File: src/hdl/rps_pkg.sv
package rps_pkg;

  // Field widths.
  localparam int FIT_W   = 32;
  localparam int ID_W    = 16;
  localparam int POINT_W = 48;
  localparam int TOTAL_W = 38;
  localparam int ENTRY_W = FIT_W + ID_W;

  // Operation codes carried by mode.
  localparam logic [1:0] MODE_INSERT   = 2'd0;
  localparam logic [1:0] MODE_ROULETTE = 2'd1;
  localparam logic [1:0] MODE_RANKED   = 2'd2;
  localparam logic [1:0] MODE_READ     = 2'd3;

  // Result codes carried by outcome.
  localparam logic [2:0] OUT_STORED   = 3'd0;
  localparam logic [2:0] OUT_EVICTED  = 3'd1;
  localparam logic [2:0] OUT_DISCARD  = 3'd2;
  localparam logic [2:0] OUT_SELECTED = 3'd3;
  localparam logic [2:0] OUT_EMPTY    = 3'd4;
  localparam logic [2:0] OUT_CLAMPED  = 3'd5;

  // Configuration register indexes.
  localparam logic CFG_RANK_BASE = 1'b0;
  localparam logic CFG_RANK_STEP = 1'b1;

  localparam logic [31:0] RANK_BASE_RST = 32'd327680;
  localparam logic [31:0] RANK_STEP_RST = 32'd65536;

  // Sequencer states.
  typedef enum logic [4:0] {
    S_IDLE   = 5'b00001,
    S_LAUNCH = 5'b00010,
    S_SCAN   = 5'b00100,
    S_PLACE  = 5'b01000,
    S_OUT    = 5'b10000
  } state_t;

endpackage

File: src/hdl/rps_ram.sv
module rps_ram #(
  parameter int WIDTH = 48,
  parameter int DEPTH = 64
) (
  input  logic                     clk,
  input  logic                     we,
  input  logic [$clog2(DEPTH)-1:0] waddr,
  input  logic [WIDTH-1:0]         wdata,
  input  logic [$clog2(DEPTH)-1:0] raddr,
  output logic [WIDTH-1:0]         rdata
);

  logic [WIDTH-1:0] mem [DEPTH];

  // One write port and one registered read port.
  always_ff @(posedge clk) begin
    if (we) begin
      mem[waddr] <= wdata;
    end
    rdata <= mem[raddr];
  end

endmodule

File: src/hdl/ranked_population_selector_unit.sv
// Ranked population selector: keeps up to CAPACITY individuals sorted by
// descending Q16.16 fitness in one table memory.
// Input channel (in_valid/in_ready) takes one word: mode, fitness, item_id,
// point and rank. Mode 0 inserts, mode 1 makes a roulette selection, mode 2
// a linear rank selection, mode 3 reads the entry at a given rank.
// Output channel (out_valid/out_ready) returns one word per input word with
// outcome, out_id, out_fitness, out_rank and the count and total after it.
// Configuration channel (cfg_valid/cfg_ready) writes rank_base (index 0) or
// rank_step (index 1); it is always ready and should be used while idle.
// An insert walks up from the worst entry, shifting each one down a slot;
// a selection walks down from the best entry. The memory's single read
// port visits one entry per cycle, and one word is worked on at a time.
// A finished word waits in the output register; the next input word is
// accepted meanwhile, and it holds its result until that register is free.
// Reset empties the table and restores the default rank scores.
module ranked_population_selector_unit #(
  parameter int CAPACITY = 64
) (
  input  logic        clk,
  input  logic        rst,
  input  logic        in_valid,
  output logic        in_ready,
  input  logic [1:0]  mode,
  input  logic [31:0] fitness,
  input  logic [15:0] item_id,
  input  logic [47:0] point,
  input  logic [5:0]  rank,
  output logic        out_valid,
  input  logic        out_ready,
  output logic [2:0]  outcome,
  output logic [15:0] out_id,
  output logic [31:0] out_fitness,
  output logic [5:0]  out_rank,
  output logic [6:0]  count,
  output logic [37:0] total,
  input  logic        cfg_valid,
  output logic        cfg_ready,
  input  logic        cfg_index,
  input  logic [31:0] cfg_data
);

  localparam int IW = $clog2(CAPACITY);
  localparam int CW = IW + 1;
  localparam int SW = 32 + CW + 1;

  rps_pkg::state_t state;

  // Configuration and table bookkeeping.
  logic [31:0] rank_base, rank_step;
  logic [CW-1:0] held_count;
  logic [rps_pkg::TOTAL_W-1:0] fitness_sum;

  // Latched input word.
  logic [1:0] mode_q;
  logic [31:0] fit_q;
  logic [15:0] id_q;
  logic [5:0] rank_q;
  logic [47:0] left_q;

  // Scan sequencing.
  logic [IW-1:0] rd_idx, cur, pos;
  logic [CW-1:0] rd_left;
  logic rd_up, dv;
  logic [SW-1:0] score_q;
  logic ev_flag;
  logic [31:0] ev_fit;
  logic [15:0] ev_id;

  // Pending result.
  logic [2:0] res_outcome;
  logic [15:0] res_id;
  logic [31:0] res_fit;
  logic [IW-1:0] res_rank;

  // Memory port signals.
  logic we;
  logic [IW-1:0] waddr;
  logic [rps_pkg::ENTRY_W-1:0] wdata, rdata;
  logic [31:0] rfit;
  logic [15:0] rid;

  assign rfit = rdata[rps_pkg::ENTRY_W-1:rps_pkg::ID_W];
  assign rid  = rdata[rps_pkg::ID_W-1:0];

  // Evaluation terms of the current scan entry.
  logic full, first, last, take_shift;
  logic [47:0] score_w;
  logic [CW+31:0] prod;

  assign full  = (held_count == CW'(CAPACITY));
  assign first = full && (cur == IW'(CAPACITY - 1));
  assign last  = (cur == IW'(held_count - CW'(1)));
  assign score_w = (mode_q == rps_pkg::MODE_RANKED) ? 48'(score_q) : 48'(rfit);
  assign prod = rank_step * (held_count - CW'(1));
  assign take_shift = (state == rps_pkg::S_SCAN) && dv &&
                      (mode_q == rps_pkg::MODE_INSERT) && (rfit < fit_q) && !first;

  // Table writes: shift one slot toward the worst end, or place the newcomer.
  always_comb begin
    we = take_shift || (state == rps_pkg::S_PLACE);
    if (state == rps_pkg::S_PLACE) begin
      waddr = pos;
      wdata = {fit_q, id_q};
    end else begin
      waddr = cur + IW'(1);
      wdata = rdata;
    end
  end

  rps_ram #(
    .WIDTH(rps_pkg::ENTRY_W),
    .DEPTH(CAPACITY)
  ) u_table (
    .clk  (clk),
    .we   (we),
    .waddr(waddr),
    .wdata(wdata),
    .raddr(rd_idx),
    .rdata(rdata)
  );

  assign in_ready  = (state == rps_pkg::S_IDLE);
  assign cfg_ready = 1'b1;

  // Sequencer.
  always_ff @(posedge clk) begin
    if (rst) begin
      state       <= rps_pkg::S_IDLE;
      out_valid   <= 1'b0;
      dv          <= 1'b0;
      held_count  <= '0;
      fitness_sum <= '0;
      rank_base   <= rps_pkg::RANK_BASE_RST;
      rank_step   <= rps_pkg::RANK_STEP_RST;
    end else begin
      if (cfg_valid) begin
        case (cfg_index)
          rps_pkg::CFG_RANK_BASE: rank_base <= cfg_data;
          rps_pkg::CFG_RANK_STEP: rank_step <= cfg_data;
          default: ;
        endcase
      end
      if (out_valid && out_ready) begin
        out_valid <= 1'b0;
      end

      // Issue one read a cycle while reads remain.
      if (state == rps_pkg::S_SCAN) begin
        if (rd_left != '0) begin
          cur     <= rd_idx;
          dv      <= 1'b1;
          rd_left <= rd_left - CW'(1);
          rd_idx  <= rd_up ? rd_idx + IW'(1) : rd_idx - IW'(1);
        end else begin
          dv <= 1'b0;
        end
      end

      case (state)
        rps_pkg::S_IDLE: begin
          if (in_valid) begin
            mode_q <= mode;
            fit_q  <= fitness;
            id_q   <= item_id;
            left_q <= point;
            rank_q <= rank;
            state  <= rps_pkg::S_LAUNCH;
          end
        end

        rps_pkg::S_LAUNCH: begin
          dv      <= 1'b0;
          ev_flag <= 1'b0;
          score_q <= SW'(rank_base) + SW'(prod);
          case (mode_q)
            rps_pkg::MODE_INSERT: begin
              if (held_count == '0) begin
                pos   <= '0;
                state <= rps_pkg::S_PLACE;
              end else begin
                rd_idx  <= IW'(held_count - CW'(1));
                rd_left <= held_count;
                rd_up   <= 1'b0;
                state   <= rps_pkg::S_SCAN;
              end
            end
            rps_pkg::MODE_READ: begin
              if (32'(rank_q) < 32'(held_count)) begin
                rd_idx  <= IW'(rank_q);
                rd_left <= CW'(1);
                rd_up   <= 1'b1;
                state   <= rps_pkg::S_SCAN;
              end else begin
                res_outcome <= rps_pkg::OUT_EMPTY;
                res_id      <= '0;
                res_fit     <= '0;
                res_rank    <= '0;
                state       <= rps_pkg::S_OUT;
              end
            end
            default: begin
              if (held_count == '0) begin
                res_outcome <= rps_pkg::OUT_EMPTY;
                res_id      <= '0;
                res_fit     <= '0;
                res_rank    <= '0;
                state       <= rps_pkg::S_OUT;
              end else begin
                rd_idx  <= '0;
                rd_left <= held_count;
                rd_up   <= 1'b1;
                state   <= rps_pkg::S_SCAN;
              end
            end
          endcase
        end

        // Evaluate the entry whose read data has just arrived.
        rps_pkg::S_SCAN: begin
          if (dv) begin
            case (mode_q)
              rps_pkg::MODE_INSERT: begin
                if (rfit >= fit_q) begin
                  if (first) begin
                    res_outcome <= rps_pkg::OUT_DISCARD;
                    res_id      <= id_q;
                    res_fit     <= fit_q;
                    res_rank    <= '0;
                    state       <= rps_pkg::S_OUT;
                  end else begin
                    pos   <= cur + IW'(1);
                    state <= rps_pkg::S_PLACE;
                  end
                end else begin
                  if (first) begin
                    ev_flag <= 1'b1;
                    ev_fit  <= rfit;
                    ev_id   <= rid;
                  end
                  if (cur == '0) begin
                    pos   <= '0;
                    state <= rps_pkg::S_PLACE;
                  end
                end
              end
              rps_pkg::MODE_READ: begin
                res_outcome <= rps_pkg::OUT_SELECTED;
                res_id      <= rid;
                res_fit     <= rfit;
                res_rank    <= cur;
                state       <= rps_pkg::S_OUT;
              end
              default: begin
                res_id   <= rid;
                res_fit  <= rfit;
                res_rank <= cur;
                if (score_w > left_q) begin
                  res_outcome <= rps_pkg::OUT_SELECTED;
                  state       <= rps_pkg::S_OUT;
                end else if (last) begin
                  res_outcome <= rps_pkg::OUT_CLAMPED;
                  state       <= rps_pkg::S_OUT;
                end
                left_q  <= left_q - score_w;
                score_q <= score_q - SW'(rank_step);
              end
            endcase
          end
        end

        // Place the newcomer and update the running sum, and the count unless an entry was evicted.
        rps_pkg::S_PLACE: begin
          res_rank <= pos;
          if (ev_flag) begin
            res_outcome <= rps_pkg::OUT_EVICTED;
            res_id      <= ev_id;
            res_fit     <= ev_fit;
            fitness_sum <= fitness_sum - rps_pkg::TOTAL_W'(ev_fit)
                           + rps_pkg::TOTAL_W'(fit_q);
          end else begin
            res_outcome <= rps_pkg::OUT_STORED;
            res_id      <= id_q;
            res_fit     <= fit_q;
            held_count  <= held_count + CW'(1);
            fitness_sum <= fitness_sum + rps_pkg::TOTAL_W'(fit_q);
          end
          state <= rps_pkg::S_OUT;
        end

        // Hand the word to the output register once it is free.
        rps_pkg::S_OUT: begin
          if (!out_valid || out_ready) begin
            out_valid   <= 1'b1;
            outcome     <= res_outcome;
            out_id      <= res_id;
            out_fitness <= res_fit;
            out_rank    <= 6'(res_rank);
            count       <= 7'(held_count);
            total       <= fitness_sum;
            state       <= rps_pkg::S_IDLE;
          end
        end

        default: state <= rps_pkg::S_IDLE;
      endcase
    end
  end

endmodule
File: config.mk
export PLATFORM = sky130hd
export DESIGN_NAME = ranked_population_selector_unit
export DESIGN_NICKNAME = d
export VERILOG_FILES = /design/src/hdl/rps_pkg.sv /design/src/hdl/rps_ram.sv /design/src/hdl/ranked_population_selector_unit.sv
export SDC_FILE = /design/constraint.sdc
export NUM_CORES = 2
export LEC_CHECK = 0
export ABC_AREA = 1
export BUFFER_PORTS_ARGS = -buffer_cell sky130_fd_sc_hd__buf_2
export CORE_MARGIN = 2
export CORE_UTILIZATION = 45
export CTS_CLUSTER_SIZE = 10
export DETAILED_ROUTE_END_ITERATION = 6
export HOLD_SLACK_MARGIN = 0.06
export MAX_ROUTING_LAYER = met4
export PLACE_DENSITY = 0.61
export SLEW_MARGIN = 0
export SYNTH_ARGS = -nofsm -noshare
export SYNTH_HDL_FRONTEND = slang
export SYNTH_SLANG_ARGS = --single-unit
File: constraint.sdc
create_clock -name clk -period 10.5 [get_ports clk]
set_input_delay 1.05 -clock clk [delete_from_list [all_inputs] [get_ports clk]]
set_output_delay 1.05 -clock clk [all_outputs]
set_load 0.01 [all_outputs]
==> key figures <==
Synth
  – Netlist cell types: 60
  – Synth top area share: 0.635
  – Yosys warning count: 0
  – Synth area leaders: edfxtp_1, o21ai_0, nor2_1
  – Cell count after synthesis: 14600
  – Register bit total from synthesis: 3614
  – Synthesized Nets: roughly 15000
  – FFs w/ async S/R, synth: 0
  – Synth Flop Type: edfxtp_1
  – Cell taking the most area after synthesis: edfxtp_1
  – Post-synth EDFFs: 3450
  – Seq/Total Area, Yosys: 0.655
  – Synth Cell Area: 163000 um2
  – Synthesized area per cell: about 11 um2

Run
  – Max-Cap Viols: 0

Setup path
  – Startpoint types: flop
  – Reg2reg setup slack: 2.12 ns
  – Crit path max fanout: 22
  – Critical Path RT: 11.20 ns
  – Worst path buffer plus inverter count: 5
  – Slowest CP cell: inv_1
  – Crit path max-delay family: adder cells
  – Biggest cell delay along the critical path: 0.69 ns
  – Critical Path Sink Type: flop
  – Crit path top cell by count: nand2_1
  – WS Path Type: flop to flop
  – CP arrival: 9.08 ns
  – Crit path launch: held_count[1]
  – Reg2reg start: held_count[1]

CTS
  – Cts repair resizes: 0
  – CTS Buf Count: 409
  – CTS tree: yes
  – Clk slew on worst S/H paths: about 0.060 ns
  – CTS H-tree lvls: 5
  – Max Root-Sink Buffers: 4
  – Clock root buffer: clkbuf_16
  – Worst skew pair latency: 0.98 ns
  – Number of clock sinks: 3614
  – Hold Buf Count CTS: 0
  – Number of setup buffers added after CTS: 0

Power and ir drop
  – Clock power share: 0.274
  – Sw frac: 0.373
  – Internal power: roughly 30 mW
  – Switch Pwr: 17.9 mW
  – Worst VDD drop: 204 uV
  – Reg power frac: 0.382
  – Leakage power: around 63 nW
  – Combinational share of power: 0.344
  – PwrDens: 263 nW/um2

Global routing
  – First-pass GRT wire length: roughly 800 mm
  – Total grt overflow: 0
  – Antenna violations before repair: 28
  – Largest net degree at the start of global routing: 196
  – Number of global-route vias before repair: 112000
  – GRT Total Usage: 0.306

Place
  – Dpl hpwl: 332 mm
  – Worst slack, placed: 2.23 ns
  – DP Area: around 170000 um2
  – IO Port Bufs: around 250
  – Routability cong.: just under 1

Cells and area
  – Layout Nets: 15400
  – Share of layout cells above drive strength 1: 0.0760
  – Non-Filler Cell Area, Final: between 150000 and 200000 um2
  – Core Util, Final: 0.504
  – Area Overhead vs Synth: 11.6%

Timing
  – Slew Viols, Final: 0
  – Final setup fails: 0
  – Worst slew pin tran: around 1.4 ns
  – Tcrit/Tclk final: 0.798
  – Max Clock Skew: 0.0646 ns
  – Setup TNS: 0 ns
  – Fmax: 0.119 GHz
  – RSZ-0062 raised after global routing: false
  – Hold Worst Slack: ~0.24 ns
  – Post-route setup slack: 2.12 ns
  – Worst slew margin: 0.0641
  – Fin crit period: 8.38 ns
  – Hold Fails Final Rpt: 0

Die
  – Die width: around 610 um
  – Core area: between 300000 and 400000 um2
  – Die Ht: 606 um
  – # IOs: about 250
  – Initial core utilization: 0.451
  – # rows: 221
  – DIE AREA: around 370000 um2

Routing
  – Post-Route WL: 559 mm
  – Post-route DRC: 4
  – Routed Antenna Nets: 0
  – Via Count: 118000
  – Via/cell ratio: 5.99
  – DR WL/cell: about 28 um
  – Pre-Repair DR Iteration Count: 7
  – Iteration-0 DRC count of the detailed router: 15300

Run status
  – Status: finished, violations left
  – Failing checks: DRC

Worst hold path
  – Worst Min Path Start: fitness[31]
  – Hold Crit Class: input pin to flop
==> layer usage <==
| layer | track usage | up-vias | wire [um] |
|---|---|---|---|
| met5 | - | - | 0 |
| met1 | 0.405 | 58700 | 222000 |
| li1 | - | 52300 | - |
| met3 | 0.0555 | 1168 | 56100 |
| met2 | 0.465 | 6269 | 253000 |
| met4 | 0.132 | 0 | 27400 |
==> Yosys cell counts, types with 8 or more instances <==
| master | instances |
|---|---|
| buf_4 | 41 |
| xor2_1 | 59 |
| ha_1 | 317 |
| mux2i_1 | 29 |
| clkinv_1 | 21 |
| nor2_1 | 2831 |
| a21oi_1 | 406 |
| nand3_1 | 251 |
| o32ai_1 | 48 |
| or2_2 | 18 |
| nand3b_1 | 16 |
| nor3_1 | 39 |
| buf_6 | 14 |
| o22ai_1 | 955 |
| a21boi_0 | 8 |
| nand2_1 | 1194 |
| buf_1 | 27 |
| dfxtp_1 | 164 |
| a31oi_1 | 73 |
| nand4_1 | 46 |
| xnor2_1 | 44 |
| fa_1 | 218 |
| inv_2 | 9 |
| clkbuf_1 | 521 |
| nor4_1 | 27 |
| o21bai_1 | 29 |
| o211ai_1 | 42 |
| o21ai_0 | 2235 |
| a211oi_1 | 8 |
| inv_1 | 956 |
| buf_2 | 179 |
| a21o_1 | 23 |
| o21a_1 | 15 |
| a22oi_1 | 30 |
| o21ai_1 | 149 |
| edfxtp_1 | 3450 |
==> state kept, by name (all words and copies together) (netlist names), 32 cells and up <==
signal         flops
ev_fit            32
rank_base         32
res_fit           32
out_fitness       32
fitness_sum       38
left_q            48
score_q           40
rank_step         32
fit_q             32
u_table.mem     3072
u_table.rdata     48
total             38
==> worst paths after layout <==
| path | to | depth (start not counted) |
|---|---|---|
| setup reg to reg | score_q[32] | 30 |
| hold reg to reg | out_id[13] | 0 |
| setup / recovery | score_q[32] | 30 |
| hold / removal | fit_q[31] | 1 |
==> cell type report <==
cell class	instances	area, um2
Sequential cell	3614	107000
Clock buffer	648	11400
Multi-Input combinational cell	9164	50200
Clock inverter	33	457
Fill cell	31900	179000
Timing Repair Buffer	511	3500
Antenna cell	16	40.0
Tap cell	4794	6000
Inverter	988	3760
==> cells in the final DEF (no fill, tap or decap), types with 30 or more instances in the layout <==
cell	synthesis	layout
nor2_1	2831	2763
nand3_1	251	251
nand2_1	1194	1185
o21ai_0	2235	2196
inv_1	956	954
o32ai_1	48	48
buf_2	179	245
a21oi_1	406	405
fa_1	218	218
clkbuf_1	521	223
buf_4	41	244
nor3_1	39	36
ha_1	317	316
o21ai_1	149	150
o22ai_1	955	955
a22oi_1	30	30
o21ai_4	0	38
a31oi_1	73	73
xnor2_1	44	44
edfxtp_1	3450	3450
o211ai_1	42	42
dfxtp_1	164	164
xor2_1	59	59
nor2_4	0	67
nand4_1	46	46
clkbuf_16	0	419
==> per-stage QoR <==
| stage | total power [mW] | instances |
|---|---|---|
| after global routing | 50.2 | 19800 |
| after global placement | 34.7 | 19100 |
| after floorplan | 29.2 | 14600 |
| final | 47.9 | 19800 |
| after CTS | 47.7 | 19800 |
| after detailed placement | 34.7 | 19100 |
==> power groups by stage <==
stage | clock (mW) | combinational (mW) | sequential [mW]
CTS | 13.2 | 16.3 | 18.2
finish | 13.1 | 16.5 | 18.3
global route | 13.8 | 18.2 | 18.3
global placement | 0 | 16.2 | 18.5
floorplan | 0 | 10.6 | 18.6
detailed placement | 0 | 16.2 | 18.5
==> cells by family after synthesis <==
family / after synthesis / share of synthesized area
adders and majority gates: 535 / 0.0510
xor gates and xnor gates: 104 / 0.00569
DFF: 3614 / 0.655
other: 1 / 0.0000230
AOI/OAI and AO/OA: 4048 / 0.136
and+or+nand+nor: 4447 / 0.107
muxes: 29 / 0.00178
buffers and inverters: 1777 / 0.0439
Power figures use the tool's default switching activity.
